<file path="config.mk">
export PLATFORM = sky130hd
export DESIGN_NAME = ipv4_tcp_checksum_engine_top
export DESIGN_NICKNAME = d
export VERILOG_FILES = /design/src/hdl/itce_pkg.sv /design/src/hdl/ipv4_tcp_checksum_engine_top.sv /design/src/hdl/itce_accum.sv
export SDC_FILE = /design/constraint.sdc
export NUM_CORES = 1
export LEC_CHECK = 0
export ABC_CLOCK_PERIOD_IN_PS = 11150
export BUFFER_PORTS_ARGS = -buffer_cell sky130_fd_sc_hd__buf_2
export CAP_MARGIN = 0
export CORE_MARGIN = 2
export CORE_UTILIZATION = 55
export CTS_CLUSTER_DIAMETER = 30
export CTS_CLUSTER_SIZE = 40
export DETAILED_ROUTE_END_ITERATION = 10
export GPL_TIMING_DRIVEN = 0
export PLACE_DENSITY = 0.84
export SYNTH_ARGS = -nofsm -noshare
export SYNTH_HDL_FRONTEND = slang
export SYNTH_SLANG_ARGS = --single-unit
</file>
<file path="constraint.sdc">
create_clock -name clk -period 11.15 [get_ports clk]
set_clock_uncertainty 0.15 [all_clocks]
set_input_delay 0 -clock clk [delete_from_list [all_inputs] [get_ports clk]]
set_output_delay 0 -clock clk [all_outputs]
set_load 0.01 [all_outputs]
</file>
<file path="src/hdl/itce_pkg.sv">
// Package for the IPv4/TCP checksum engine: constants, the finished-packet
// record and the ones'-complement add. No dependencies.
`timescale 1ns / 1ps
`default_nettype none

package itce_pkg;

  localparam logic [15:0] WordMax     = 16'hFFFF;
  localparam logic [7:0]  ProtoTcp    = 8'd6;
  localparam logic [15:0] IpCkWord    = 16'd5;
  localparam logic [15:0] PseudoFirst = 16'd6;
  localparam logic [15:0] PseudoLast  = 16'd9;
  localparam logic [5:0]  TcpCkOffset = 6'd8;
  localparam logic [3:0]  MinIhl      = 4'd5;

  // Packet state captured on the last word, after that word is summed.
  typedef struct packed {
    logic [15:0] tcp_sum;
    logic [15:0] ip_sum;
    logic [15:0] word_count;
    logic [15:0] total_bytes;
    logic [3:0]  header_words;
    logic        proto_tcp;
  } fin_t;

  // 16-bit ones'-complement add with end-around carry.
  function automatic logic [15:0] oc_add(input logic [15:0] a, input logic [15:0] b);
    logic [16:0] s;
    s = {1'b0, a} + {1'b0, b};
    return s[15:0] + {15'd0, s[16]};
  endfunction

endpackage

`default_nettype wire

</file>
<file path="src/hdl/ipv4_tcp_checksum_engine_top.sv">
// IPv4/TCP checksum engine top level: finish stage and output register.
// Depends on itce_pkg and itce_accum.
//
// Usage:
//   Input channel (in_valid/in_ready) carries one IPv4 packet as big-endian
//   16-bit words, in_last_word set on the final word. One request per cycle
//   is taken while in_ready is high; no gaps are needed between packets.
//   Output channel (out_valid/out_ready) carries one request per packet:
//   both complemented checksums plus is_tcp, short_packet and malformed.
//   Result path: the last word is summed into the finish register, then the
//   pseudo-header tail add, complement and checks go into the output
//   register; a full output register can hold the finish register between
//   them. Throughput: one word per cycle while in_ready is high, set by the
//   single ones'-complement add per sum on each word.
//   Stall: a held result stalls the finish register; in_ready drops only
//   when both the finish register and the output register are full.
//   Reset (rst_n low, synchronous) clears all sums, counters and valids.
`timescale 1ns / 1ps
`default_nettype none

module ipv4_tcp_checksum_engine_top (
  input  wire logic        clk,
  input  wire logic        rst_n,
  input  wire logic        in_valid,
  output      logic        in_ready,
  input  wire logic [15:0] in_data_word,
  input  wire logic        in_last_word,
  output      logic        out_valid,
  input  wire logic        out_ready,
  output      logic [15:0] out_tcp_checksum,
  output      logic [15:0] out_ip_checksum,
  output      logic        out_is_tcp,
  output      logic        out_short_packet,
  output      logic        out_malformed
);

  itce_pkg::fin_t fin;
  itce_pkg::fin_t fin_r;
  logic           fin_v_r;
  logic           out_v_r;
  logic           accept;
  logic           out_adv;

  logic [15:0] tcp_len;
  logic [15:0] tcp_sum1;
  logic [15:0] tcp_sum2;
  logic        is_short;
  logic        bad;
  logic        ok;

  logic [15:0] tcp_ck_r, tcp_ck_nxt;
  logic [15:0] ip_ck_r, ip_ck_nxt;
  logic        is_tcp_r, is_tcp_nxt;
  logic        short_r, short_nxt;
  logic        bad_r, bad_nxt;

  assign out_adv  = fin_v_r && (!out_v_r || out_ready);
  assign in_ready = !fin_v_r || out_adv;
  assign accept   = in_valid && in_ready;

  itce_accum u_accum (
    .clk       (clk),
    .rst_n     (rst_n),
    .accept    (accept),
    .data_word (in_data_word),
    .last_word (in_last_word),
    .fin       (fin)
  );

  always_ff @(posedge clk) begin
    if (!rst_n) begin
      fin_v_r <= 1'b0;
    end else if (accept && in_last_word) begin
      fin_v_r <= 1'b1;
    end else if (out_adv) begin
      fin_v_r <= 1'b0;
    end
  end

  always_ff @(posedge clk) begin
    if (accept && in_last_word) begin
      fin_r <= fin;
    end
  end

  // Finish: pseudo-header tail, checks, complement.
  always_comb begin
    tcp_len  = fin_r.total_bytes - {10'd0, fin_r.header_words, 2'b00};
    tcp_sum1 = itce_pkg::oc_add(fin_r.tcp_sum, tcp_len);
    tcp_sum2 = itce_pkg::oc_add(tcp_sum1, {8'd0, itce_pkg::ProtoTcp});
    is_short = (fin_r.word_count < 16'd2)
            || ({fin_r.word_count, 1'b0} < {1'b0, fin_r.total_bytes});
    bad      = (fin_r.header_words < itce_pkg::MinIhl)
            || (fin_r.total_bytes < {10'd0, fin_r.header_words, 2'b00});
    ok       = fin_r.proto_tcp && !is_short && !bad;

    tcp_ck_nxt = ok ? ~tcp_sum2 : 16'd0;
    ip_ck_nxt  = ok ? ~fin_r.ip_sum : 16'd0;
    is_tcp_nxt = ok;
    short_nxt  = is_short;
    bad_nxt    = bad;
  end

  always_ff @(posedge clk) begin
    if (!rst_n) begin
      out_v_r <= 1'b0;
    end else if (out_adv) begin
      out_v_r <= 1'b1;
    end else if (out_ready) begin
      out_v_r <= 1'b0;
    end
  end

  always_ff @(posedge clk) begin
    if (out_adv) begin
      tcp_ck_r <= tcp_ck_nxt;
      ip_ck_r  <= ip_ck_nxt;
      is_tcp_r <= is_tcp_nxt;
      short_r  <= short_nxt;
      bad_r    <= bad_nxt;
    end
  end

  assign out_valid        = out_v_r;
  assign out_tcp_checksum = tcp_ck_r;
  assign out_ip_checksum  = ip_ck_r;
  assign out_is_tcp       = is_tcp_r;
  assign out_short_packet = short_r;
  assign out_malformed    = bad_r;

`ifndef SYNTH
  a_tcp_excl_err: assert property (@(posedge clk) disable iff (!rst_n)
    out_valid && out_is_tcp |-> !out_short_packet && !out_malformed)
    else $error("is_tcp set together with an error flag");

  a_zero_ck: assert property (@(posedge clk) disable iff (!rst_n)
    out_valid && !out_is_tcp |-> out_tcp_checksum == 16'd0 && out_ip_checksum == 16'd0)
    else $error("checksums not zero on a non-TCP result");

  a_last_to_fin: assert property (@(posedge clk) disable iff (!rst_n)
    accept && in_last_word |=> fin_v_r)
    else $error("last word did not load the finish register");

  a_fin_drain: assert property (@(posedge clk) disable iff (!rst_n)
    fin_v_r && !out_v_r |=> out_v_r)
    else $error("finished packet did not move to the output register");
`endif

endmodule

`default_nettype wire

</file>
<file path="src/hdl/itce_accum.sv">
// Per-word header parse and running IP/TCP ones'-complement sums.
// Depends on itce_pkg.
`timescale 1ns / 1ps
`default_nettype none

module itce_accum (
  input  wire logic          clk,
  input  wire logic          rst_n,
  input  wire logic          accept,
  input  wire logic [15:0]   data_word,
  input  wire logic          last_word,
  output itce_pkg::fin_t     fin
);

  logic [15:0] word_count_r, word_count_nxt;
  logic [3:0]  header_words_r, header_words_nxt;
  logic [15:0] total_bytes_r, total_bytes_nxt;
  logic        proto_tcp_r, proto_tcp_nxt;
  logic [15:0] ip_acc_r, ip_acc_nxt;
  logic [15:0] tcp_acc_r, tcp_acc_nxt;

  logic [4:0]  hdr_lim;
  logic [5:0]  tcp_ck_idx;
  logic        in_hdr;
  logic        in_seg;
  logic [15:0] ip_val;
  logic [15:0] tcp_val;
  logic [15:0] seg_val;

  always_comb begin
    header_words_nxt = (word_count_r == 16'd0) ? data_word[11:8] : header_words_r;
    total_bytes_nxt  = (word_count_r == 16'd1) ? data_word : total_bytes_r;
    proto_tcp_nxt    = (word_count_r == 16'd4) ? (data_word[7:0] == itce_pkg::ProtoTcp)
                                               : proto_tcp_r;

    hdr_lim    = {header_words_nxt, 1'b0};
    tcp_ck_idx = {1'b0, hdr_lim} + itce_pkg::TcpCkOffset;
    in_hdr     = word_count_r < {11'd0, hdr_lim};
    in_seg     = {word_count_r, 1'b0} < {1'b0, total_bytes_nxt};

    seg_val = data_word;
    if ({word_count_r, 1'b1} == {1'b0, total_bytes_nxt}) begin
      seg_val[7:0] = 8'd0;
    end
    if (word_count_r == {10'd0, tcp_ck_idx}) begin
      seg_val = 16'd0;
    end

    ip_val  = 16'd0;
    tcp_val = 16'd0;
    if (in_hdr) begin
      if (word_count_r != itce_pkg::IpCkWord) begin
        ip_val = data_word;
      end
      if (word_count_r >= itce_pkg::PseudoFirst && word_count_r <= itce_pkg::PseudoLast) begin
        tcp_val = data_word;
      end
    end else if (in_seg) begin
      tcp_val = seg_val;
    end

    ip_acc_nxt     = itce_pkg::oc_add(ip_acc_r, ip_val);
    tcp_acc_nxt    = itce_pkg::oc_add(tcp_acc_r, tcp_val);
    word_count_nxt = (word_count_r == itce_pkg::WordMax) ? word_count_r
                                                         : word_count_r + 16'd1;

    fin.tcp_sum      = tcp_acc_nxt;
    fin.ip_sum       = ip_acc_nxt;
    fin.word_count   = word_count_nxt;
    fin.total_bytes  = total_bytes_nxt;
    fin.header_words = header_words_nxt;
    fin.proto_tcp    = proto_tcp_nxt;
  end

  always_ff @(posedge clk) begin
    if (!rst_n || (accept && last_word)) begin
      word_count_r   <= 16'd0;
      header_words_r <= 4'd0;
      total_bytes_r  <= 16'd0;
      proto_tcp_r    <= 1'b0;
      ip_acc_r       <= 16'd0;
      tcp_acc_r      <= 16'd0;
    end else if (accept) begin
      word_count_r   <= word_count_nxt;
      header_words_r <= header_words_nxt;
      total_bytes_r  <= total_bytes_nxt;
      proto_tcp_r    <= proto_tcp_nxt;
      ip_acc_r       <= ip_acc_nxt;
      tcp_acc_r      <= tcp_acc_nxt;
    end
  end

endmodule

`default_nettype wire

</file>
---- After elaboration in Yosys (flattened, before gate mapping) ----
Index checks and enable logic that the tools add are counted.
operators by class
  add/sub/neg operators ................... 11
  order comparisons ....................... 8
  equal/unequal tests ..................... 7
  muxes and demuxes ....................... 15
  bitwise operators ....................... 2
  reduce and logical (&&, ||, !) cells .... 19
operators by type and width
  operator                                                                              count
  16-bit 2-to-1 mux                                                                     8
  16-bit by 1-bit adder with 16-bit output                                              4
  16-bit by 16-bit adder with 17-bit output                                             3
  17-bit by 16-bit < comparator with 1-bit output                                       2
  16-bit inverter                                                                       2
  16-bit by 3-bit adder with 17-bit output, second input constant                       1
  17-bit by 16-bit equality test with 1-bit output                                      1
  16-bit by 1-bit adder with 16-bit output, second input constant                       1
  16-bit by 1-bit equality test with 1-bit output, second input constant                1
  16-bit equality test, second input constant                                           1
  16-bit by 3-bit equality test with 1-bit output, second input constant                1
  16-bit by 6-bit equality test with 1-bit output                                       1
  16-bit by 3-bit greater-or-equal comparator with 1-bit output, second input constant  1
  16-bit by 4-bit <= comparator with 1-bit output, second input constant                1
  16-bit logical NOT                                                                    1
  16-bit by 2-bit < comparator with 1-bit output, second input constant                 1
  16-bit by 5-bit < comparator with 1-bit output                                        1
  16-bit by 6-bit < comparator with 1-bit output                                        1
  16-bit by 3-bit != test with 1-bit output, second input constant                      1
  16-bit by 6-bit subtractor with 16-bit output                                         1
  8-bit by 3-bit equality test with 1-bit output, second input constant                 1
  8-bit 2-to-1 mux                                                                      1
  5-bit by 4-bit adder with 6-bit output, second input constant                         1
  1-bit logical AND                                                                     6
  other kinds (6)                                                                       19
word-level totals
  flip-flop bits (word level) ............. 175
  bits of input ports ..................... 21
  output and inout bits ................... 37
  word-level logic and storage cells ...... 81

---- Longest topological paths before layout ----
  word-level depth ........................ 9
  gate-level depth with buffers ........... 40
  depth with buffers taken out ............ 39

---- By module ----
Synthesis repeated with hierarchy kept, for this count alone.
second synthesis, totals
  cells, all modules ...................... 1,312
  area, all modules ....................... 12,288.0 um2
by module, submodules not included
  module                        instances  cells each  area each (um2)  sequential area each (um2)
  ipv4_tcp_checksum_engine_top  1          539         6,202.2          3,163.0
  itce_accum                    1          773         6,085.8          1,381.3

---- Least setup slack after synthesis ----
No wires, ideal clock.
  path type ............................... reg2reg
  start ................................... register u_accum.word_count_r[11]
  end ..................................... register u_accum.tcp_acc_r[15]
  setup time .............................. 115 ps
  data arrival time ....................... 7,532 ps
  path slack .............................. 3,354 ps
  cell stages (with the launch flop) ...... 41
  buffers on the path ..................... 2
  clock period less this slack ............ 7,796 ps
  cells stage by stage .................... dfxtp_1 > clkbuf_1 > nor4_1 > nand4b_1 > nor3_1 > buf_2 > mux2i_1 > ha_1 > a21o_1 > a21oi_1 > o21ai_0 > a21oi_1 > o21ai_0 > a21oi_1 > o21ai_0 > a21oi_1 > o211ai_1 > o21a_1 > (+5 left out) > a21o_1 > a211o_1 > a2111oi_4 > o311ai_0 > a21oi_1 > nor2b_1 > o21ai_0 > nand2b_1 > ha_1 > nand2_1 > nor2_1 > nand2b_1 > nor2b_1 > nand4_1 > or3_1 > and4b_1 > xnor2_1 > o21a_1
RTL lines
  element                 line              RTL
  start, declared         itce_accum.sv:15  logic [15:0] word_count_r, word_count_nxt;
  start signal, assigned  itce_accum.sv:84  word_count_r <= word_count_nxt;
  end signal, assigned    itce_accum.sv:89  tcp_acc_r <= tcp_acc_nxt;
  end, declared           itce_accum.sv:20  logic [15:0] tcp_acc_r, tcp_acc_nxt;

==> flow_summary.toml <==
[layout]
final_common_cell = "nor2_1"
final_cell_mix = "nor2_1 (135), ha_1 (106), edfxtp_1 (104)"
fin_nets = 1524
diodes = 0
instances_no_fill = 1686
fill_cells = 1721
syn_to_final_growth_pct = 12.2
final_area_sq_um = 13700
drive_gt1_frac = 0.112

[placement]
dp_cells = 1634
finalWeightedCongestion = 0.968
pre_cts_slack_ns = 1.58
post_dp_cell_area_sq_um = 12900
dpl.hpwl_um = 23700
port_buffers = 57

[sta]
finalHoldViolCount = 0
drv_slew = 0
setup_ws_ns = 1.32
timing.final.crit_share = 0.881
rsz0062_at_grt = "no"
max_slew.worst_pin.slew_ns = 1.21
tns_ns = 0
slew-limit-headroom = 0.189
fmax_mhz = 102
setup_viol = 0
finalHoldWorstSlack_ns = 0.0760
fin_crit_ns = 9.83

[global_routing]
grt_pass1_vias = 9877
gr-usage-all-layers = 0.269
grt_pass1_wl_um = 50300
grt_max_degree = 47
grt-ovfl-total = 0
antenna_found_initial = 0

[clock_network]
cts_buffer_depth = 2
clock-root-buffer = "clkbuf_16"
path_clk_slew_ns = 0.07
cts_tree = "built"
htreeDepth = 4
clk_latency_ns = 0.44
cts_inserted_buffers = 17
clock-sinks = 175

[floorplanning]
chipWidth_um = 153
core_sq_um = 21800
start_util = 0.559
io_pins = 58
dieHeight_um = 153
fp.dieArea_sq_um = 23300
row_count = 54

[synthesis]
ys_top_cells_by_area = "edfxtp_1 (26%), dfxtp_1 (12%), ha_1 (11%), xnor2_1 (5.5%), nor2_1 (4.2%)"
synth_edf_count = 104
syn_nets = 1426
synth_xor_area_frac = 0.0854
synth-compound-area-share = 0.160
async_flop_share = 0
synth_cell_types = 102
synth_cells = 1295
synth_fa_ha_area_frac = 0.116
syn_area_per_cell_sq_um = 9.40
synth_top_family_by_area = "simple AND/OR/NAND/NOR gates"
ys.flop_type = "edfxtp_1"
ys_ff_latch = 175
synth-simple-area-share = 0.210
syn_area_sq_um = 12200
yosys.area.top_type_share = 0.257
synth_top_area_cell = "edfxtp_1"
ys_warn_count = 0
synthMuxAreaShare = 0.0183
seq_area_frac_synth = 0.373

[drt]
wl_met3_um = 2030
vias = 10100
post-route-drc-count = 0
routed_wl_um = 31100
dr.first_iter.drc_count = 741
vias_per_cell = 6.02
final_antenna_net_count = 0
dr.max_layer_used = "met4"
dr.pass1.iters = 5
wl_per_cell_um = 18.4
wl_met2_um = 14700
wl_met1_um = 13000

[pwr]
power_density_nw_per_um2 = 153
ir_drop_uv = 117
p_leak_nw = 5.47

[setup_path]
cp.arrival_ns = 10.06
cp_data_required_time_ns = 11.38
cpMaxStageDelayCell = "nor3_1"
critPathMaxFanout = 10
startpoint_type = "flip-flop"
ff2ff_setup_slack_ns = 1.32
crit_top_cell = "a21oi_1"
criticalPathCategory = "flip-flop to flip-flop"
cpPeakStageDelay_ns = 1.05
endpoint_kind = "flip-flop"

[job]
drv_cap = 0

[worst_hold_path]
min_path_type = "input port to flip-flop"

[outcome]
status = "finished clean"
==> flip-flops by register name, indices dropped and copies added (netlist names) <==
register	cells
fin_r	69
fin_v_r	1
out_ip_checksum	16
out_is_tcp	1
out_malformed	1
out_short_packet	1
out_tcp_checksum	16
out_valid	1
u_accum.header_words_r	4
u_accum.ip_acc_r	16
u_accum.proto_tcp_r	1
u_accum.tcp_acc_r	16
u_accum.total_bytes_r	16
u_accum.word_count_r	16
==> metal layers <==
metal  track usage  vias to the layer above
li1              -                     4910
met1         0.338                     4768
met2         0.453                      387
met3        0.0506                       84
met4         0.118                        0
met5             0                        -
==> worst paths after layout <==
kind,startpoint,endpoint,depth (start not counted)
max,u_accum.word_count_r[11]$_SDFFE_PP0P_,u_accum.tcp_acc_r[15]$_SDFFE_PP0P_,40
min,out_ready,out_ip_checksum[14]$_SDFFCE_PN0P_,4
max reg2reg,u_accum.word_count_r[11]$_SDFFE_PP0P_,u_accum.tcp_acc_r[15]$_SDFFE_PP0P_,40
min reg2reg,u_accum.header_words_r[0]$_SDFFE_PP0P_,u_accum.header_words_r[0]$_SDFFE_PP0P_,2
==> critical path, delay by kind of cell (launching register included) <==
family                   cells  cell delay [ns]
XOR/XNOR                     1             0.25
flip-flops                   1             0.34
AO/OA/AOI/OAI               19             3.75
AND/OR/NAND/NOR             13             3.09
adder cells (fa/ha/maj)      4             1.11
multiplexers                 1             0.40
buffers and inverters        2             0.67
==> per-stage QoR <==
step | power (W) | utilization
floorplan | 0.00131 | -
global placement | 0.00144 | 0.589
detailed placement | 0.00147 | 0.591
CTS | 0.00207 | 0.628
global route | 0.00219 | 0.628
finish | 0.00208 | 0.628
==> repair_timing <==
| item | in CTS | in global routing |
|---|---|---|
| endpoints found under the hold margin | 22 | 0 |
| setup buffers | 0 | 0 |
| gates resized for setup | 0 | 0 |
| hold buffers | 20 | 0 |
==> report_power, final <==
group | switching [W] | total, W | internal (W) | leakage (nW)
sequential | 0.0000220 | 0.000759 | 0.000737 | 1.56
clock | 0.000262 | 0.000609 | 0.000347 | 0.290
combinational | 0.000444 | 0.000716 | 0.000271 | 3.62
total | 0.000728 | 0.00208 | 0.00136 | 5.47
==> cell families after synthesis <==
group,after synthesis
fa+ha+maj,110
xor+xnor,117
compound gates,267
mux,22
flops,175
buf+inv,115
simple gates,489
==> cell type report <==
type                       count  area [sq um]  area share
clock inverter                10          98.8     0.00724
clock buffer                  22           505      0.0370
inverter                      74           278      0.0203
multi-input combinational   1005          7170       0.525
buffer                        41           184      0.0135
timing repair buffer          79           526      0.0385
sequential                   175          4540       0.333
tap                          280           350      0.0257
==> synthesized netlist by cell type (10+ instances only) <==
cell type and count:
a211oi_1 27, or2_2 10, nor4_1 19, nor2b_1 17, o21a_1 19, inv_1 74, mux2i_1 20, a21o_1 22
o211ai_1 14, clkbuf_1 32, nand2_1 102, nor2_1 135, dfxtp_1 71, and2_1 32, and3_1 10, nand4_1 23
or3_1 12, nand3_1 38, xnor2_1 77, edfxtp_1 104, a21oi_1 68, nor3_1 41, o21ai_0 31, xor2_1 38
ha_1 106
Power figures use the tool's default switching activity.
